**src/rtl/core/tqt_pkg.sv**
```systemverilog
// tqt_pkg: shared types, constants and arithmetic helpers for the torus quad tessellator.
// No dependencies.
`default_nettype none
package tqt_pkg;

    localparam int MAX_SEGMENTS = 1024;
    localparam int FRAC_BITS    = 12;
    localparam int CNT_W        = 11;
    localparam int IDX_W        = 10;
    localparam int PH_W         = 32;
    localparam int DIV_STEPS    = CNT_W + PH_W;
    localparam int CORDIC_STEPS = 16;
    localparam int CORDIC_X0    = 652032874;
    localparam int LAST_CORNER  = 5;

    localparam logic [5:0] PICK_U = 6'b010110;
    localparam logic [5:0] PICK_V = 6'b110100;

    typedef enum logic [1:0] {
        REG_RING_RADIUS   = 2'd0,
        REG_TUBE_RADIUS   = 2'd1,
        REG_RING_SEGMENTS = 2'd2,
        REG_TUBE_SEGMENTS = 2'd3
    } t_reg_idx;

    typedef enum logic [1:0] {
        S_IDLE,
        S_DIV,
        S_LOAD,
        S_ROT
    } t_trig_state;

    typedef struct packed {
        logic [IDX_W-1:0] ring_index;
        logic [IDX_W-1:0] tube_index;
        logic             bad;
    } t_item;

    typedef struct packed {
        logic signed [15:0] cu0;
        logic signed [15:0] su0;
        logic signed [15:0] cu1;
        logic signed [15:0] su1;
        logic signed [15:0] cv0;
        logic signed [15:0] sv0;
        logic signed [15:0] cv1;
        logic signed [15:0] sv1;
        logic               bad;
    } t_trig;

    typedef struct packed {
        logic signed [15:0] c;
        logic signed [15:0] s;
    } t_cs;

    function automatic logic [CNT_W-1:0] f_eff(input logic [CNT_W-1:0] n);
        logic [CNT_W-1:0] e;
        if (n < CNT_W'(3)) begin
            e = CNT_W'(3);
        end else if (n > CNT_W'(MAX_SEGMENTS)) begin
            e = CNT_W'(MAX_SEGMENTS);
        end else begin
            e = n;
        end
        return e;
    endfunction

    function automatic logic signed [32:0] f_atan(input logic [3:0] k);
        logic signed [32:0] a;
        case (k)
            4'd0:    a = 33'sd536870912;
            4'd1:    a = 33'sd316933406;
            4'd2:    a = 33'sd167458907;
            4'd3:    a = 33'sd85004756;
            4'd4:    a = 33'sd42667331;
            4'd5:    a = 33'sd21354465;
            4'd6:    a = 33'sd10679838;
            4'd7:    a = 33'sd5340245;
            4'd8:    a = 33'sd2670163;
            4'd9:    a = 33'sd1335087;
            4'd10:   a = 33'sd667544;
            4'd11:   a = 33'sd333772;
            4'd12:   a = 33'sd166886;
            4'd13:   a = 33'sd83443;
            4'd14:   a = 33'sd41722;
            default: a = 33'sd20861;
        endcase
        return a;
    endfunction

    function automatic logic signed [15:0] f_cordic_out(input logic signed [33:0] v);
        logic signed [33:0] t;
        logic signed [15:0] o;
        t = (v + 34'sd32768) >>> 16;
        if (t > 34'sd16384) begin
            o = 16'sd16384;
        end else if (t < -34'sd16384) begin
            o = -16'sd16384;
        end else begin
            o = t[15:0];
        end
        return o;
    endfunction

    function automatic t_cs f_quad(input logic [1:0] q, input logic signed [15:0] x,
                                   input logic signed [15:0] y);
        t_cs r;
        case (q)
            2'd0:    begin r.c = x;  r.s = y;  end
            2'd1:    begin r.c = -y; r.s = x;  end
            2'd2:    begin r.c = -x; r.s = -y; end
            default: begin r.c = y;  r.s = -x; end
        endcase
        return r;
    endfunction

    function automatic logic signed [39:0] f_rnd14(input logic signed [39:0] v);
        return (v + 40'sd8192) >>> 14;
    endfunction

    function automatic logic signed [18:0] f_sat_pos(input logic signed [39:0] v);
        logic signed [18:0] o;
        if (v > 40'sd262143) begin
            o = 19'sd262143;
        end else if (v < -40'sd262144) begin
            o = -19'sd262144;
        end else begin
            o = v[18:0];
        end
        return o;
    endfunction

    function automatic logic signed [15:0] f_sat_q14(input logic signed [39:0] v);
        logic signed [15:0] o;
        if (v > 40'sd16384) begin
            o = 16'sd16384;
        end else if (v < -40'sd16384) begin
            o = -16'sd16384;
        end else begin
            o = v[15:0];
        end
        return o;
    endfunction

endpackage
`default_nettype wire

```
**src/rtl/core/tqt_emit.sv**
```systemverilog
// tqt_emit: back-end corner sequencer; two-stage multiply pipeline into the output register.
// Depends on tqt_pkg.
`default_nettype none
module tqt_emit
    import tqt_pkg::*;
(
    input  wire logic                i_clk,
    input  wire logic                i_rst_n,
    input  wire logic                i_trig_valid,
    input  wire t_trig               i_trig,
    output logic                     o_take,
    input  wire logic [15:0]         i_ring_radius,
    input  wire logic [15:0]         i_tube_radius,
    output logic                     o_valid,
    input  wire logic                i_stall,
    output logic [2:0]               o_corner,
    output logic signed [18:0]       o_pos_x,
    output logic signed [18:0]       o_pos_y,
    output logic signed [18:0]       o_pos_z,
    output logic signed [15:0]       o_norm_x,
    output logic signed [15:0]       o_norm_y,
    output logic signed [15:0]       o_norm_z,
    output logic                     o_last_corner,
    output logic                     o_bad_index
);

    logic               en;
    logic               r_busy;
    logic [2:0]         r_n;
    t_trig              r_t;
    logic signed [15:0] cu, su, cv, sv;
    logic signed [32:0] p_rcv, p_rsv;
    logic signed [31:0] p_nx, p_nz;
    logic signed [39:0] ra_w;

    logic               r_a_valid;
    logic [2:0]         r_a_corner;
    logic signed [19:0] r_a_ra;
    logic signed [15:0] r_a_cu, r_a_su;
    logic signed [18:0] r_a_py;
    logic signed [15:0] r_a_nx, r_a_ny, r_a_nz;
    logic               r_a_bad;

    logic signed [35:0] p_px, p_pz;
    logic               r_o_valid;

    assign en     = !r_o_valid || !i_stall;
    assign o_take = i_trig_valid && (!r_busy || (en && r_n == 3'(LAST_CORNER)));

    always_comb begin
        cu = PICK_U[r_n] ? r_t.cu1 : r_t.cu0;
        su = PICK_U[r_n] ? r_t.su1 : r_t.su0;
        cv = PICK_V[r_n] ? r_t.cv1 : r_t.cv0;
        sv = PICK_V[r_n] ? r_t.sv1 : r_t.sv0;
        p_rcv = signed'({1'b0, i_tube_radius}) * cv;
        p_rsv = signed'({1'b0, i_tube_radius}) * sv;
        p_nx  = cv * cu;
        p_nz  = cv * su;
        ra_w  = 40'(signed'({1'b0, i_ring_radius})) + f_rnd14(40'(p_rcv));
        p_px  = r_a_ra * r_a_cu;
        p_pz  = r_a_ra * r_a_su;
    end

    always_ff @(posedge i_clk) begin
        if (!i_rst_n) begin
            r_busy    <= 1'b0;
            r_n       <= 3'd0;
            r_a_valid <= 1'b0;
            r_o_valid <= 1'b0;
        end else begin
            if (en) begin
                r_a_valid <= r_busy;
                r_o_valid <= r_a_valid;
                if (r_busy) begin
                    r_n <= (r_n == 3'(LAST_CORNER)) ? 3'd0 : r_n + 3'd1;
                    if (r_n == 3'(LAST_CORNER) && !o_take) begin
                        r_busy <= 1'b0;
                    end
                end
            end
            if (o_take) begin
                r_busy <= 1'b1;
            end
        end
    end

    always_ff @(posedge i_clk) begin
        if (o_take) begin
            r_t <= i_trig;
        end
        if (en) begin
            r_a_corner    <= r_n;
            r_a_ra        <= ra_w[19:0];
            r_a_cu        <= cu;
            r_a_su        <= su;
            r_a_py        <= f_sat_pos(f_rnd14(40'(p_rsv)));
            r_a_nx        <= f_sat_q14(f_rnd14(40'(p_nx)));
            r_a_ny        <= sv;
            r_a_nz        <= f_sat_q14(f_rnd14(40'(p_nz)));
            r_a_bad       <= r_t.bad;
            o_corner      <= r_a_corner;
            o_pos_x       <= f_sat_pos(f_rnd14(40'(p_px)));
            o_pos_y       <= r_a_py;
            o_pos_z       <= f_sat_pos(f_rnd14(40'(p_pz)));
            o_norm_x      <= r_a_nx;
            o_norm_y      <= r_a_ny;
            o_norm_z      <= r_a_nz;
            o_last_corner <= (r_a_corner == 3'(LAST_CORNER));
            o_bad_index   <= r_a_bad;
        end
    end

    assign o_valid = r_o_valid;

    a_last_flag: assert property (@(posedge i_clk) disable iff (!i_rst_n)
        o_valid |-> o_last_corner == (o_corner == 3'(LAST_CORNER)))
        else $error("last flag disagrees with corner");
    a_no_gap: assert property (@(posedge i_clk) disable iff (!i_rst_n)
        o_valid && !i_stall && !o_last_corner |=> o_valid)
        else $error("gap inside a quad");
    a_corner_seq: assert property (@(posedge i_clk) disable iff (!i_rst_n)
        o_valid && !i_stall && !o_last_corner |=> o_corner == $past(o_corner) + 3'd1)
        else $error("corner order broken");

endmodule
`default_nettype wire
```
**config.mk**
```make
export PLATFORM = sky130hd
export DESIGN_NAME = tqt_emit
export DESIGN_NICKNAME = d
export VERILOG_FILES = /design/src/rtl/core/tqt_pkg.sv /design/src/rtl/core/tqt_emit.sv
export SDC_FILE = /design/constraint.sdc
export NUM_CORES = 2
export LEC_CHECK = 0
export ABC_AREA = 0
export BUFFER_PORTS_ARGS = -buffer_cell sky130_fd_sc_hd__buf_4
export CAP_MARGIN = 20
export CORE_UTILIZATION = 55
export DETAILED_ROUTE_END_ITERATION = 6
export PLACE_DENSITY = 0.83
export SYNTH_ARGS = -nofsm -noshare
export SYNTH_HDL_FRONTEND = slang
export SYNTH_SLANG_ARGS = --single-unit
```
**constraint.sdc**
```tcl
create_clock -name i_clk -period 24.1 [get_ports i_clk]
set_input_delay 1.205 -clock i_clk [delete_from_list [all_inputs] [get_ports i_clk]]
set_output_delay 1.205 -clock i_clk [all_outputs]
set_load 0.02 [all_outputs]
```
==> impl_metrics.env <==
export IMPL_wirelength_um=184000
export IMPL_antenna_found_initial=5
export IMPL_max_stage_delay_ps=1040
export IMPL_crit_top_cell="fa_1"
export IMPL_routed_via_density=5.57
export IMPL_die_x_um=364
export IMPL_fin_crit_sh=0.408
export IMPL_place_port_buffers=276
export IMPL_crit_type="reg2reg"
export IMPL_track_usage=0.291
export IMPL_numCtsBuffers=45
export IMPL_cts_buffer_depth=3
export IMPL_setup_tns_ps=0
export IMPL_status="finished clean"
export IMPL_grt_remaining_overflow=0
export IMPL_rsz0062_at_grt="false"
export IMPL_max_cap_violations=0
export IMPL_ys_seq_area_frac=0.153
export IMPL_place_gp_congestion=0.973
export IMPL_final_setup_viol_count=0
export IMPL_grt_pass1_vias=57600
export IMPL_hold_start="r_a_nx[0]$_SDFFCE_PP0N_"
export IMPL_syn_cell_area_um2=72200
export IMPL_cts_tree="built"
export IMPL_ctsRootBufferMaster="clkbuf_16"
export IMPL_drt_first_pass_iters=6
export IMPL_finClkSkew_ps=44.0
export IMPL_finalCriticalPeriod_ps=9840
export IMPL_async_reset_ff_frac=0
export IMPL_coreArea_um2=130000
export IMPL_slew_headroom=0.196
export IMPL_final_common_cell="inv_1"
export IMPL_ant_nets=0
export IMPL_syn_num_nets=9659
export IMPL_synthCells=7339
export IMPL_synth_edf_count=362
export IMPL_synth_area_per_cell_um2=9.84
export IMPL_detail_route_wl_per_cell_um=19.9
export IMPL_area_growth_syn_to_layout_pct=7.31
export IMPL_dr_total_vias=51400
export IMPL_floorplan_initialDensity=0.556
export IMPL_grt_max_degree=77
export IMPL_crit_slowest_cell="mux2_2"
export IMPL_drv_slew=0
export IMPL_io_pins=277
export IMPL_synth_cell_types=84
export IMPL_rows=132
export IMPL_die_h_um=364
export IMPL_drc=0
export IMPL_required_ps=24480
export IMPL_ctsHoldBuffers=0
export IMPL_worstPathArrival_ps=10220
export IMPL_drive_gt1_frac=0.0670
export IMPL_hold_viol=0
export IMPL_endpoint_kind="register"
export IMPL_final_nets=9764
export IMPL_cp_top_family="adder cells"
export IMPL_drt_iter0_markers=3986
export IMPL_h_tree_depth=2
export IMPL_cts_sinks=370
export IMPL_layout_common_cells="1804 x inv_1, 1569 x fa_1, 951 x nand2_1"
export IMPL_crit_buf_inv=4
export IMPL_synth_ff_type="edfxtp_1"
export IMPL_synth_seq_cells=370
export IMPL_cts_resized_gates=0
export IMPL_post_cts_buffers=0
export IMPL_ys_warn_count=0
export IMPL_die_area_um2=133000
export IMPL_worstPathMaxFanout=52
export IMPL_dp_hpwl_um=141000
export IMPL_insertion_delay_ps=660
export IMPL_grt_pass1_wl_um=301000
export IMPL_hold_path_class="reg2reg"
export IMPL_clock_fmax_ghz=0.102
export IMPL_clk_pin_slew_worst_paths_ps=90
export IMPL_worst_pin_slew_ps=1210
export IMPL_start_kind="register"
[registers in the layout, indices dropped and copies added (netlist names), 16 cells and up, named ones only]
| signal | flops |
|---|---|
| r_t | 129 |
| r_a_ra | 20 |
| o_pos_x | 19 |
| o_pos_y | 19 |
| o_pos_z | 19 |
| r_a_py | 19 |
| o_norm_x | 16 |
| o_norm_y | 16 |
| o_norm_z | 16 |
| r_a_cu | 16 |
| r_a_nx | 16 |
| r_a_ny | 16 |
| r_a_nz | 16 |
| r_a_su | 16 |
[path summary, 6_finish.rpt]
kind / to / slack [ps] / depth (start not counted)
max reg2reg: r_a_ra[19]$_DFFE_PN_ / 14260 / 30
max: r_a_ra[19]$_DFFE_PN_ / 14260 / 30
min: o_norm_x[0]$_DFFE_PN_ / 390 / 0
min reg2reg: o_norm_x[0]$_DFFE_PN_ / 390 / 0
[kinds of logic after synthesis]
kind of cell / after synthesis / synth area share
mux: 79 / 0.0115
xor+xnor: 166 / 0.0202
fa+ha+maj: 2155 / 0.537
buf+inv: 2115 / 0.110
compound gates: 453 / 0.0420
simple gates: 2001 / 0.127
flops: 370 / 0.153
[metal layers]
metal	vias to the layer above	track usage	share of wire
met5	-	0	0.00022
met4	6	0.142	0.054
met3	680	0.0609	0.10
met2	2673	0.485	0.48
met1	26000	0.361	0.36
li1	22000	-	-
[cell type report]
cell class,instances,area [um2]
flip-flops and latches,370,11000
fillers,10500,52300
well taps,1742,2180
clock buffers,51,1170
multi-input cells,4854,53200
diodes,2,5.00
clock inverters,32,372
repair buffers,350,2630
inverters,1823,6840
[Yosys cell counts (all sizes together) (10+ instances only)]
cell type / n / area [um2]
a21o: 70 / 526
or2: 14 / 87.6
a21oi: 127 / 639
ha: 586 / 7330
a211oi: 14 / 110
clkbuf: 277 / 1040
and2: 456 / 2850
clkinv: 19 / 71.3
a31oi: 23 / 150
mux2i: 49 / 490
xor2: 44 / 393
nand4: 21 / 131
o21bai: 14 / 105
fa: 1569 / 31400
and3: 14 / 87.6
nand2: 952 / 3570
nor2: 383 / 1440
edfxtp: 362 / 10900
nor2b: 34 / 213
inv: 1804 / 6770
nand3: 45 / 225
xnor2: 122 / 1070
buf: 15 / 82.6
o21a: 28 / 210
o21ai: 91 / 455
o31ai: 10 / 90.1
nand2b: 23 / 144
nor3: 31 / 160
mux2: 30 / 338
[worst reg2reg max path: cells and delay by family (launching register included)]
family | cells | cell delay [ps]
muxes | 1 | 1060
xor gates and xnor gates | 2 | 190
adders and majority gates | 8 | 3750
buffers and inverters | 4 | 840
and+or+nand+nor | 5 | 620
AOI/OAI and AO/OA | 10 | 2820
DFF | 1 | 310
[through the flow]
stage | hold WS, ps | cells | setup slack [ps] | utilization | area [um2]
6_report | 385 | 9224 | 14260 | 0.597 | 77500
3_3_place_gp | 403 | 9137 | 14530 | 0.585 | 75900
3_5_place_dp | 405 | 9137 | 14300 | 0.585 | 75900
4_1_cts | 396 | 9220 | 14300 | 0.597 | 77500
5_1_grt | 420 | 9222 | 13600 | 0.597 | 77500
2_1_floorplan | 400 | 7339 | 13030 | - | 72200
Power is not shown: default switching activity piles up to over one toggle a cycle in this logic, so the estimate is an artifact.
