--- src/rtl/core/tqt_pkg.sv ---
// tqt_pkg: shared types, constants and arithmetic helpers for the torus quad tessellator.
// No dependencies.
`default_nettype none
package tqt_pkg;

    localparam int MAX_SEGMENTS = 1024;
    localparam int FRAC_BITS    = 12;
    localparam int CNT_W        = 11;
    localparam int IDX_W        = 10;
    localparam int PH_W         = 32;
    localparam int DIV_STEPS    = CNT_W + PH_W;
    localparam int CORDIC_STEPS = 16;
    localparam int CORDIC_X0    = 652032874;
    localparam int LAST_CORNER  = 5;

    localparam logic [5:0] PICK_U = 6'b010110;
    localparam logic [5:0] PICK_V = 6'b110100;

    typedef enum logic [1:0] {
        REG_RING_RADIUS   = 2'd0,
        REG_TUBE_RADIUS   = 2'd1,
        REG_RING_SEGMENTS = 2'd2,
        REG_TUBE_SEGMENTS = 2'd3
    } t_reg_idx;

    typedef enum logic [1:0] {
        S_IDLE,
        S_DIV,
        S_LOAD,
        S_ROT
    } t_trig_state;

    typedef struct packed {
        logic [IDX_W-1:0] ring_index;
        logic [IDX_W-1:0] tube_index;
        logic             bad;
    } t_item;

    typedef struct packed {
        logic signed [15:0] cu0;
        logic signed [15:0] su0;
        logic signed [15:0] cu1;
        logic signed [15:0] su1;
        logic signed [15:0] cv0;
        logic signed [15:0] sv0;
        logic signed [15:0] cv1;
        logic signed [15:0] sv1;
        logic               bad;
    } t_trig;

    typedef struct packed {
        logic signed [15:0] c;
        logic signed [15:0] s;
    } t_cs;

    function automatic logic [CNT_W-1:0] f_eff(input logic [CNT_W-1:0] n);
        logic [CNT_W-1:0] e;
        if (n < CNT_W'(3)) begin
            e = CNT_W'(3);
        end else if (n > CNT_W'(MAX_SEGMENTS)) begin
            e = CNT_W'(MAX_SEGMENTS);
        end else begin
            e = n;
        end
        return e;
    endfunction

    function automatic logic signed [32:0] f_atan(input logic [3:0] k);
        logic signed [32:0] a;
        case (k)
            4'd0:    a = 33'sd536870912;
            4'd1:    a = 33'sd316933406;
            4'd2:    a = 33'sd167458907;
            4'd3:    a = 33'sd85004756;
            4'd4:    a = 33'sd42667331;
            4'd5:    a = 33'sd21354465;
            4'd6:    a = 33'sd10679838;
            4'd7:    a = 33'sd5340245;
            4'd8:    a = 33'sd2670163;
            4'd9:    a = 33'sd1335087;
            4'd10:   a = 33'sd667544;
            4'd11:   a = 33'sd333772;
            4'd12:   a = 33'sd166886;
            4'd13:   a = 33'sd83443;
            4'd14:   a = 33'sd41722;
            default: a = 33'sd20861;
        endcase
        return a;
    endfunction

    function automatic logic signed [15:0] f_cordic_out(input logic signed [33:0] v);
        logic signed [33:0] t;
        logic signed [15:0] o;
        t = (v + 34'sd32768) >>> 16;
        if (t > 34'sd16384) begin
            o = 16'sd16384;
        end else if (t < -34'sd16384) begin
            o = -16'sd16384;
        end else begin
            o = t[15:0];
        end
        return o;
    endfunction

    function automatic t_cs f_quad(input logic [1:0] q, input logic signed [15:0] x,
                                   input logic signed [15:0] y);
        t_cs r;
        case (q)
            2'd0:    begin r.c = x;  r.s = y;  end
            2'd1:    begin r.c = -y; r.s = x;  end
            2'd2:    begin r.c = -x; r.s = -y; end
            default: begin r.c = y;  r.s = -x; end
        endcase
        return r;
    endfunction

    function automatic logic signed [39:0] f_rnd14(input logic signed [39:0] v);
        return (v + 40'sd8192) >>> 14;
    endfunction

    function automatic logic signed [18:0] f_sat_pos(input logic signed [39:0] v);
        logic signed [18:0] o;
        if (v > 40'sd262143) begin
            o = 19'sd262143;
        end else if (v < -40'sd262144) begin
            o = -19'sd262144;
        end else begin
            o = v[18:0];
        end
        return o;
    endfunction

    function automatic logic signed [15:0] f_sat_q14(input logic signed [39:0] v);
        logic signed [15:0] o;
        if (v > 40'sd16384) begin
            o = 16'sd16384;
        end else if (v < -40'sd16384) begin
            o = -16'sd16384;
        end else begin
            o = v[15:0];
        end
        return o;
    endfunction

endpackage
`default_nettype wire

--- src/rtl/core/tqt_front.sv ---
// tqt_front: input side; flags out-of-range indexes and queues items in a two-entry FIFO.
// Depends on tqt_pkg.
`default_nettype none
module tqt_front
    import tqt_pkg::*;
(
    input  wire logic                i_clk,
    input  wire logic                i_rst_n,
    input  wire logic                i_valid,
    output logic                     o_stall,
    input  wire logic [IDX_W-1:0]    i_ring_index,
    input  wire logic [IDX_W-1:0]    i_tube_index,
    input  wire logic [CNT_W-1:0]    i_ring_segments,
    input  wire logic [CNT_W-1:0]    i_tube_segments,
    output logic                     o_item_valid,
    output t_item                    o_item,
    input  wire logic                i_pop
);

    t_item      r_q [2];
    logic       r_wp, r_rp;
    logic [1:0] r_cnt;
    logic       push;
    logic       pop;
    t_item      item;

    assign o_stall      = (r_cnt == 2'd2);
    assign push         = i_valid && !o_stall;
    assign pop          = i_pop && (r_cnt != 2'd0);
    assign o_item_valid = (r_cnt != 2'd0);
    assign o_item       = r_q[r_rp];

    always_comb begin
        item.ring_index = i_ring_index;
        item.tube_index = i_tube_index;
        item.bad = ({1'b0, i_ring_index} >= f_eff(i_ring_segments))
                || ({1'b0, i_tube_index} >= f_eff(i_tube_segments));
    end

    always_ff @(posedge i_clk) begin
        if (push) begin
            r_q[r_wp] <= item;
        end
    end

    always_ff @(posedge i_clk) begin
        if (!i_rst_n) begin
            r_wp  <= 1'b0;
            r_rp  <= 1'b0;
            r_cnt <= 2'd0;
        end else begin
            if (push) begin
                r_wp <= !r_wp;
            end
            if (pop) begin
                r_rp <= !r_rp;
            end
            r_cnt <= r_cnt + 2'(push) - 2'(pop);
        end
    end

    a_cnt_bound: assert property (@(posedge i_clk) disable iff (!i_rst_n)
        r_cnt != 2'd3)
        else $error("fifo count out of range");
    a_full_no_push: assert property (@(posedge i_clk) disable iff (!i_rst_n)
        (r_cnt == 2'd2) && !pop |=> r_cnt == 2'd2)
        else $error("full fifo changed without pop");

endmodule
`default_nettype wire

--- config.mk ---
export PLATFORM = sky130hd
export DESIGN_NAME = tqt_front
export DESIGN_NICKNAME = d
export VERILOG_FILES = /design/src/rtl/core/tqt_pkg.sv /design/src/rtl/core/tqt_front.sv
export SDC_FILE = /design/constraint.sdc
export NUM_CORES = 1
export LEC_CHECK = 0
export ABC_AREA = 1
export BUFFER_PORTS_ARGS = -buffer_cell sky130_fd_sc_hd__buf_2
export CAP_MARGIN = 10
export CORE_ASPECT_RATIO = 0.7
export CORE_MARGIN = 4
export CORE_UTILIZATION = 47
export DETAILED_ROUTE_END_ITERATION = 8
export PLACE_DENSITY = 0.78
export SLEW_MARGIN = 30
export SYNTH_ARGS = -nofsm -noshare
export SYNTH_HDL_FRONTEND = slang
export SYNTH_SLANG_ARGS = --single-unit
--- constraint.sdc ---
create_clock -name i_clk -period 1.9 [get_ports i_clk]
set_input_delay 0.095 -clock i_clk [delete_from_list [all_inputs] [get_ports i_clk]]
set_output_delay 0.095 -clock i_clk [all_outputs]
set_load 0.1 [all_outputs]
==> results of run 1 <==
-- area by class of cell --
| cell class | count | area [sq um] | area share, % |
|---|---|---|---|
| multi-input combinational | 156 | 1020 | 30.1 |
| tap | 69 | 86.3 | 2.53 |
| inverter | 26 | 97.6 | 2.87 |
| timing repair buffer | 77 | 731 | 21.5 |
| sequential | 47 | 1360 | 40.0 |
| clock buffer | 7 | 97.6 | 2.87 |
| clock inverter | 1 | 7.51 | 0.220 |
-- metal layers --
layer,up-vias,global-route usage (%),part of all wire (%),routed length (um)
li1,950,-,-,-
met4,0,2.70,0.16,8
met3,2,4.56,6.7,341
met5,-,0,0,0
met2,47,27.4,46,2310
met1,870,22.8,48,2420
-- how the worst min path moves through the flow --
stage | to | cells past startpoint | slack, ns | startpoint
after detailed placement | r_q[1][5] | 1 | 0.30 | i_tube_index[4]
after global routing | r_q[1][6] | 1 | 0.0004 | i_tube_index[5]
final | r_q[1][18] | 1 | 0.01 | i_ring_index[7]
after CTS | r_q[0][18] | 1 | 0.005 | i_ring_index[7]
after floorplan | r_cnt[0] | 2 | 0.19 | i_rst_n
after global placement | r_q[0][5] | 1 | 0.31 | i_tube_index[4]
-- synthesized netlist by cell type --
library cell / number / area share [%]
nand2_1: 58 / 8.8
edfxtp_1: 42 / 51
inv_1: 24 / 3.6
ha_1: 22 / 11
mux2_2: 21 / 9.5
nor2_1: 21 / 3.2
a21oi_1: 8 / 1.6
nand3_1: 6 / 1.2
dfxtp_1: 5 / 4.0
o21ai_0: 4 / 0.81
buf_2: 2 / 0.40
inv_2: 2 / 0.30
nand2_2: 2 / 0.50
nand4_1: 2 / 0.50
nor3_1: 2 / 0.40
or2_1: 2 / 0.50
a21boi_0: 1 / 0.30
a21boi_1: 1 / 0.30
a22oi_1: 1 / 0.30
nor3b_1: 1 / 0.30
nor3b_4: 1 / 0.75
o21ai_1: 1 / 0.20
o21ai_2: 1 / 0.35
xnor2_1: 1 / 0.35
-- worst max-delay path: cells and delay by family --
family	cells	cell delay, ns
adder cells (fa/ha/maj)	1	0.29
buffers and inverters	2	0.15
AND/OR/NAND/NOR	12	1.18
-- sequential cells by signal, indices dropped and copies added, names as in the netlist, named ones only --
register,cells
r_rp,1
r_q,42
r_wp,1
r_cnt,2
-- power by group --
group | internal (W) | leakage, nW | switching (W)
clock | 0.000340 | 0.0496 | 0.000314
combinational | 0.000858 | 1.03 | 0.00169
sequential | 0.00132 | 0.434 | 0.0000521
total | 0.00252 | 1.52 | 0.00205
-- through the flow --
step | util (%) | total power (W) | hold slack [ns] | instances | setup TNS [ns]
after floorplan | - | 0.00308 | 0.188 | 231 | 0
after global placement | 66.2 | 0.00392 | 0.306 | 372 | -0.137
after detailed placement | 66.2 | 0.00395 | 0.304 | 372 | -0.119
after CTS | 68.7 | 0.00462 | 0.00451 | 382 | 0
after global routing | 68.9 | 0.00479 | 0.000356 | 383 | 0
final | 68.9 | 0.00457 | 0.0112 | 383 | 0
-- cells by family after synthesis --
kind of cell | share of synthesized area [%]
compound gates | 3.88
fa+ha+maj | 11.1
mux | 9.51
simple gates | 16.1
buf+inv | 4.33
flops | 54.8
xor+xnor | 0.352
==> out/metrics.cfg, run 1 <==
[place]
placed_area_sq_um = 3270
dp_slack_ns = -0.0596
place.gp.congestion = 0.849
hpwlAfterDp_mm = 3.98
portBuffers = 68

[cts]
cts.sinks = 47
postCtsSetupRepairBufs = 0
clkLatencyLatePin_ns = 0.29
cts_tree = done
numCtsBuffers = 5
clk_path_buf_depth = 2
cts_root_buffer = clkbuf_8
cts-htree-levels = 2
cts_hold_buf = 2
clkTransAtPathRegs_ns = 0.08
post_cts_resized = 0

[routing]
detail_route.wl_per_cell_um = 13.3
vias = 1869
routed_wl_mm = 5.08
avgViaCountPerCell = 4.88
detail-route-antenna-nets = 0
dr.pass1.iters = 4
drtIter0Drc = 74
drc_errors = 0

[yosys]
synth_seq_cells = 47
yosysWarnings = 0
synth-seq-area-share_pct = 54.8
synth_nets = 299
yosysUniqueCellTypes = 24
syn_area_per_cell_sq_um = 10.8
syn_area_sq_um = 2490
netlist_instances = 231

[setup_path]
critical_path_arrival_ns = 1.71
rr_worst_depth = 9
crit_top_cell = nand2_1
r2r-end = r_cnt[1]
slowest_stage = ha_1
reg2reg_from = r_cnt[0]
path_class = primary input to flip-flop
crit_required_ns = 1.94
critPathLaunch = i_tube_segments[6]
worstSetupEndpointType = flip-flop
cp_slowest_stage_delay_ns = 0.29
crit_chain = buf_2 > nor2_1 > nor3b_4 > nand2_1 > nand2_2 > nand2_1 > ha_1 > nand2_1 > inv_1 > nand2_1 > nand2_1 > nand2_1 > nand3_1 > nor2_1 > nand2_1
setup.worst_path.start_class = primary input
r2r_setup_slack_ns = 0.25
crit_fanout = 7
cp-endpoint = r_q[0][0]

[timing]
finalCritPeriodShare_pct = 87.8
drv_slew = 0
worst_slack_ns = 0.232
hold_violations = 0
setup_viol = 0
finClkSkew_ns = 0.00464
min_period_ns = 1.67
grt_setup_unrepaired = no
max-slew-margin-rel_pct = 68.0
clock.fmax_ghz = 0.600
worst_pin_slew_ns = 0.484

[final_layout]
drive_gt1_share_pct = 35.4
design_area_sq_um = 3410
fillCellCount = 394
diodes = 0
area_growth_pct = 37.0
nets = 381
layout_commonest_cell = nand2_1
mostFrequentLayoutCells = nand2_1 (58), buf_2 (47), edfxtp_1 (42)

[floorplanning]
core.rowCount = 21
initial_core_util_pct = 50.3
die_h_um = 68.9
core-area_sq_um = 4940
io_pins = 69
die-area_sq_um = 6540
die_w_um = 94.9

[global_routing]
grt_antenna_before_repair = 0
grt-ovfl-total = 0
grt_max_degree = 22
grt_pass1_vias = 1818
grt_usage_pct = 16.7
grt_pass1_wl_mm = 8.27

[pwr]
p_leak_nw = 1.52
ir_worst_vdd_mv = 0.811
power_density_nw_per_um2 = 1340

[run_status]
status = finished, final reports clean

[job]
drv_cap = 0

[worst_hold_path]
min_path_type = primary input to flip-flop

Note: power is estimated with default switching activity, not from simulation.
==> inputs of run 2 (changes only) <==
--- a/config.mk
+++ b/config.mk
@@ -8,11 +8,13 @@
 export ABC_AREA = 1
 export BUFFER_PORTS_ARGS = -buffer_cell sky130_fd_sc_hd__buf_2
 export CAP_MARGIN = 10
+export CELL_PAD_IN_SITES_DETAIL_PLACEMENT = 0
+export CELL_PAD_IN_SITES_GLOBAL_PLACEMENT = 1
 export CORE_ASPECT_RATIO = 0.7
 export CORE_MARGIN = 4
-export CORE_UTILIZATION = 47
+export CORE_UTILIZATION = 31
 export DETAILED_ROUTE_END_ITERATION = 8
-export PLACE_DENSITY = 0.78
+export PLACE_DENSITY = 0.69
 export SLEW_MARGIN = 30
 export SYNTH_ARGS = -nofsm -noshare
 export SYNTH_HDL_FRONTEND = slang
==> run 2 against run 1 <==
  * Via count fell by 3.0%
  * Die area is 46% higher
  * First-iteration DRC count shrank 4.1%
  * Utilization down 24 points
  * Sequential power is essentially flat
  * Register-to-register slack gained 0.03 ns
  * Total power is 5.5% higher
  * Maximum frequency decreased by 1.6%
  * Clock skew down 0.0016 ns
  * Routed wire length rose by 4.2%
  * Critical endpoint unchanged
  * Largest cell class unchanged
  * Highest routed layer is now met3
==> out/metrics.cfg, run 2 (same netlist as run 1, synthesis figures left out) <==
[setup_path]
crit_required_ns = 1.93  ; about the same
r2r_setup_slack_ns = 0.28  ; +0.03 ns
path_class = primary input to flip-flop
rr_worst_depth = 9  ; unchanged
r2r-end = r_cnt[1]
reg2reg_from = r_cnt[0]
critical_path_arrival_ns = 1.73  ; +0.02 ns
setup.worst_path.start_class = primary input
crit_fanout = 7  ; unchanged
worstSetupEndpointType = flip-flop

[pwr]
power.net_switching_w = 0.00210  ; +2.3%
p_int_w = 0.00272  ; +8.1%
combinationalPowerShare_pct = 53.3  ; -2.4 points
p_leak_nw = 1.58  ; +4.3%
p_sw_share_pct = 43.6  ; -1.3 points
ir_worst_vdd_mv = 1.23  ; +51%
power_frac_clock_pct = 18.3  ; +4.0 points
power_density_nw_per_um2 = 1360  ; +1.2%
p_seq_share_pct = 28.4  ; -1.6 points

[routing]
routed_wl_mm = 5.29  ; +4.2%
avgViaCountPerCell = 4.28  ; -12%
drtIter0Drc = 71  ; -4.1%
detail-route-antenna-nets = 0  ; unchanged
detail_route.wl_per_cell_um = 12.5  ; -5.7%
dr.pass1.iters = 4  ; unchanged
drc_errors = 0  ; unchanged
vias = 1812  ; -3.0%

[place]
hpwlAfterDp_mm = 4.31  ; +8.4%
place.gp.congestion = 0.785  ; -7.6%
portBuffers = 68  ; unchanged
dp_cells = 415  ; +12%

[global_routing]
grt_util_met1_pct = 16.9  ; -5.9 points
grt_antenna_before_repair = 0  ; unchanged
grt_pass1_vias = 1728  ; -5.0%
grt_use_met2_pct = 16.9  ; -11 points
grt-ovfl-total = 0  ; unchanged
grt_pass1_wl_mm = 8.50  ; +2.7%
grt_usage_pct = 11.3  ; -5.4 points
gr-usage-met3_pct = 3.20  ; -1.4 points
grt_max_degree = 16  ; -27%
busiest_layer = met1

[cts]
cts_root_buffer = clkbuf_16
clkLatencyLatePin_ns = 0.28  ; about the same
cts-htree-levels = 2  ; unchanged
cts.sinks = 47  ; unchanged
postCtsSetupRepairBufs = 0  ; unchanged
cts_tree = done
clk_path_buf_depth = 2  ; unchanged
clkTransAtPathRegs_ns = 0.06  ; -0.02 ns
numCtsBuffers = 5  ; unchanged

[timing]
hold_slack_ns = 0.0157  ; +0.00451 ns
hold_violations = 0  ; unchanged
setup_viol = 0  ; unchanged
finClkSkew_ns = 0.00308  ; -0.00156 ns
grt_setup_unrepaired = no
min_period_ns = 1.70  ; +0.0278 ns
worst_pin_slew_ns = 0.485  ; +0.00183 ns
clock.fmax_ghz = 0.590  ; -1.6%
finalCritPeriodShare_pct = 89.2  ; +1.5 points
max-slew-margin-rel_pct = 67.9  ; -0.12 points
drv_slew = 0  ; unchanged

[floorplanning]
io_pins = 69  ; unchanged
die_h_um = 82.9  ; +20%
core-area_sq_um = 7840  ; +59%
die_w_um = 115  ; +21%
die-area_sq_um = 9540  ; +46%
initial_core_util_pct = 31.7  ; -19 points
core.rowCount = 27  ; +29%

[final_layout]
layout_commonest_cell = nand2_1
largestRegisters = r_q x42, r_cnt x2
nets = 389  ; +2.1%
mostFrequentLayoutCells = nand2_1 (57), buf_2 (47), edfxtp_1 (42)
regMostFlops = r_q
diodes = 0  ; unchanged
fin_cells = 423  ; +10%
drive_gt1_share_pct = 38.5  ; +3.2 points
area_growth_pct = 42.8
largest_reg_flops = 42  ; unchanged
fillCellCount = 751  ; +91%

[run_status]
status = finished, final reports clean

[worst_hold_path]
worst_hold_path.endpoint = r_q[1][11]
holdCritStartpoint = i_ring_index[0]
min_path_type = primary input to flip-flop
hold_path_depth = 1  ; unchanged

[job]
drv_cap = 0  ; unchanged

## run 2: critical path, cell delays in order
cell	delay, ns
buf_2	0.11
nor2_1	0.17
nand3_1	0.10
nor2_1	0.09
nand2_1	0.07
nand2_2	0.14
nand2_1	0.09
ha_1	0.29
nand2_1	0.09
inv_1	0.05
nand2_1	0.06
nand2_1	0.05
nand2_1	0.06
nand3_1	0.07
nor2_1	0.12
nand2_1	0.08
## run 2: area by class of cell
cell class	count	area, sq um	area share (%)
Clock inverter	2	16.3	0.458
Sequential cell	47	1360	38.3
Tap cell	101	126	3.56
Clock buffer	6	139	3.91
Multi-Input combinational cell	156	1030	28.9
Inverter	26	97.6	2.75
Timing Repair Buffer	85	783	22.1
## run 2: worst max-delay path by stage
stage,start,to,slack (ns),cells past startpoint
final,i_tube_segments[3],r_q[0][0],0.20,16
after global placement,i_tube_segments[3],r_q[0][0],-0.12,16
after detailed placement,i_tube_segments[3],r_q[1][0],-0.12,16
after CTS,i_tube_segments[3],r_q[0][0],0.18,16
after floorplan,r_cnt[1],r_q[0][0],0.12,3
after global routing,i_tube_segments[3],r_q[1][0],0.05,16
## run 2: routing by layer
layer	routed length [um]	share of wire, %	vias to the layer above
li1	-	-	970
met4	0	0	0
met1	2760	52	812
met3	261	4.9	0
met2	2270	43	30
met5	0	0	-
## run 2: power groups by stage
stage / combinational (W) / sequential [W] / clock, W
finish: 0.00257 / 0.00137 / 0.000884
global route: 0.00271 / 0.00138 / 0.000960
CTS: 0.00260 / 0.00137 / 0.000917
detailed placement: 0.00260 / 0.00139 / 0
global placement: 0.00260 / 0.00138 / 0
floorplan: 0.00169 / 0.00138 / 0
## run 2: what timing repair did
item,CTS,global route
setup endpoints to repair,0,2
endpoints found under the hold margin,0,0
resized for setup,0,1
hold buffers,0,0
## run 2: per-stage QoR
step | utilization [%] | cell area [sq um] | power (W) | setup TNS (ns) | worst slack, ns
CTS | 45.3 | 3550 | 0.00489 | 0 | 0.181
finish | 45.3 | 3550 | 0.00482 | 0 | 0.205
global route | 45.3 | 3550 | 0.00505 | 0 | 0.0484
global placement | 43.3 | 3390 | 0.00398 | -0.239 | -0.119
detailed placement | 43.3 | 3390 | 0.00399 | -0.234 | -0.117
floorplan | - | 2490 | 0.00308 | 0 | 0.117
==> inputs of run 3 (changes only) <==
--- a/config.mk
+++ b/config.mk
@@ -14,7 +14,7 @@
 export CORE_MARGIN = 4
 export CORE_UTILIZATION = 31
 export DETAILED_ROUTE_END_ITERATION = 8
-export PLACE_DENSITY = 0.69
+export PLACE_DENSITY = 0.66
 export SLEW_MARGIN = 30
 export SYNTH_ARGS = -nofsm -noshare
 export SYNTH_HDL_FRONTEND = slang
==> constraint.sdc (replaced) <==
create_clock -name i_clk -period 1.7 [get_ports i_clk]
set_input_delay 0.085 -clock i_clk [delete_from_list [all_inputs] [get_ports i_clk]]
set_output_delay 0.085 -clock i_clk [all_outputs]
set_load 0.1 [all_outputs]
==> run 3 against run 2 <==
  * Total power is 13% higher
  * Sequential cell count unchanged
  * Routed wire length increased by 6.3%
  * Register-to-register slack got worse by 0.18 ns
  * Largest cell class unchanged
  * Global-route usage is 0.71 points higher
  * Critical path depth fell by 7
  * Clock skew up 0.0019 ns
  * Setup slack lost 0.10 ns
  * Design area grew 6.4%
==> out/metrics.cfg, run 3 (same netlist as run 1, synthesis figures left out) <==
[cts]
numCtsBuffers = 5  ; unchanged
cts_hold_buf = 0  ; unchanged
clkLatencyLatePin_ns = 0.28  ; about the same
clk_path_buf_depth = 2  ; unchanged
cts.sinks = 47  ; unchanged
cts_tree = done
cts_root_buffer = clkbuf_16
clkTransAtPathRegs_ns = 0.06  ; about the same
cts-htree-levels = 2  ; unchanged

[floorplanning]
io_pins = 69  ; unchanged
core.rowCount = 27  ; unchanged
die-area_sq_um = 9540  ; unchanged
die_h_um = 82.9  ; unchanged
die_w_um = 115  ; unchanged
core-area_sq_um = 7840  ; unchanged
initial_core_util_pct = 31.7  ; unchanged

[place]
portBuffers = 68  ; unchanged
hpwlAfterDp_mm = 4.40  ; +2.1%
dp_cells = 423  ; +1.9%
place.gp.congestion = 0.788  ; +0.43%

[final_layout]
largestRegisters = r_q x42, r_cnt x2
utilization_pct = 48.2  ; +2.9 points
largest_reg_flops = 42  ; unchanged
diodes = 0  ; unchanged
regMostFlops = r_q
fin_cells = 432  ; +2.1%
layout_commonest_cell = nand2_1
fillCellCount = 757  ; +0.80%
area_growth_pct = 52.0
nets = 398  ; +2.3%
mostFrequentLayoutCells = nand2_1 (48), buf_2 (47), edfxtp_1 (42)
drive_gt1_share_pct = 47.4  ; +8.9 points

[run_status]
status = finished, final reports clean

[pwr]
p_leak_nw = 1.64  ; +3.6%
ir_worst_vdd_mv = 1.27  ; +3.6%
combinationalPowerShare_pct = 54.6  ; +1.3 points
power.net_switching_w = 0.00238  ; +13%
power_frac_clock_pct = 17.3  ; -1.0 points
p_sw_share_pct = 43.8  ; +0.17 points
p_seq_share_pct = 28.2  ; -0.2 points
p_int_w = 0.00306  ; +13%
power_density_nw_per_um2 = 1440  ; +6.1%

[routing]
detail_route.wl_per_cell_um = 13.0  ; +4.1%
detail-route-antenna-nets = 0  ; unchanged
routed_wl_mm = 5.63  ; +6.3%
drc_errors = 0  ; unchanged
drtIter0Drc = 25  ; -65%
dr.pass1.iters = 4  ; unchanged
vias = 1883  ; +3.9%
avgViaCountPerCell = 4.36  ; +1.8%

[timing]
setup_viol = 0  ; unchanged
worst_pin_slew_ns = 0.485  ; -0.000523 ns
drv_slew = 0  ; unchanged
finalCritPeriodShare_pct = 94.1
min_period_ns = 1.60
hold_violations = 0  ; unchanged
clock.fmax_ghz = 0.625
max-slew-margin-rel_pct = 67.9  ; about the same
finClkSkew_ns = 0.00494  ; +0.00186 ns

[global_routing]
grt_use_met2_pct = 18.8  ; +1.9 points
grt_max_degree = 22  ; +6
grt_util_met1_pct = 16.8  ; -0.11 points
grt_antenna_before_repair = 0  ; unchanged
grt_usage_pct = 12.1  ; +0.71 points
gr-usage-met3_pct = 3.64  ; +0.44 points
grt-ovfl-total = 0  ; unchanged
grt_pass1_wl_mm = 9.03  ; +6.3%
grt_pass1_vias = 1876  ; +8.6%
busiest_layer = met2

[setup_path]
path_class = flip-flop to flip-flop
cp_slowest_stage_delay_ns = 0.36  ; +0.07 ns
crit_fanout = 4  ; -3
crit_chain = or2_4 > nand2_1 > inv_2 > ha_1 > inv_1 > ha_2 > xnor2_2 > o21ai_1 > a21oi_1
worstSetupEndpointType = flip-flop
setup.worst_path.start_class = flip-flop
slowest_stage = dfxtp_4
cp_top_family = adder cells
critical_path_arrival_ns = 1.77  ; +0.04 ns
worst-path-buf-inv = 2  ; unchanged
crit_required_ns = 1.87  ; -0.06 ns

[worst_hold_path]
min_path_type = primary input to flip-flop

[job]
drv_cap = 0  ; unchanged

==> run 3: changes by cell type in the layout (fill, tap and decap cells not counted), moves of 3 or more <==
cell / previous run / this run
ha_4: 0 / 6
buf_4: 17 / 24
nor2_1: 19 / 16
nand2_1: 57 / 48
ha_1: 22 / 15
nand2_2: 3 / 10
==> run 3: per-layer routing <==
| metal | vias up | wire length, um |
|---|---|---|
| met5 | - | 0 |
| li1 | 989 | - |
| met1 | 863 | 2810 |
| met2 | 29 | 2550 |
| met3 | 2 | 255 |
| met4 | 0 | 13 |
==> run 3: final cells by class <==
cell class	count	area (sq um)	area share [%]
tap	101	126	3.34
inverter	26	97.6	2.58
multi-input combinational	156	1170	30.9
timing repair buffer	94	876	23.2
clock buffer	5	125	3.31
sequential	47	1370	36.1
clock inverter	3	20.0	0.530
==> run 3: worst paths after layout <==
kind	from	to	slack [ns]	depth (start not counted)
setup / recovery	r_cnt[0]	r_cnt[1]	0.1	9
hold / removal	i_ring_index[4]	r_q[0][15]	0.02	1
setup reg to reg	r_cnt[0]	r_cnt[1]	0.1	9
hold reg to reg	r_rp	flip-flop	0.46	1
==> run 3: timing repair <==
item | 4_1_cts | 5_1_grt
setup buffers | 0 | 1
resized for setup | 0 | 32
endpoints found under the setup margin | 0 | 3
endpoints found under the hold margin | 0 | 0
==> run 3: power by group through the flow <==
stage	sequential, W	clock, W	combinational, W
5_1_grt	0.00156	0.00103	0.00311
4_1_cts	0.00153	0.000977	0.00296
3_3_place_gp	0.00155	0	0.00294
2_1_floorplan	0.00155	0	0.00189
3_5_place_dp	0.00156	0	0.00295
6_report	0.00154	0.000940	0.00297
==> run 3: stage by stage <==
| step | setup TNS [ns] | area, sq um | setup slack (ns) | hold WS, ns | power, W |
|---|---|---|---|---|---|
| final | 0 | 3780 | 0.0997 | 0.0152 | 0.00545 |
| after global routing | -0.00948 | 3780 | -0.00948 | 0.0117 | 0.00570 |
| after CTS | 0 | 3620 | 0.000325 | 0.00768 | 0.00547 |
| after detailed placement | -0.559 | 3480 | -0.279 | 0.300 | 0.00450 |
| after global placement | -0.576 | 3480 | -0.288 | 0.291 | 0.00449 |
| after floorplan | -3.53 | 2490 | -0.0830 | 0.178 | 0.00344 |
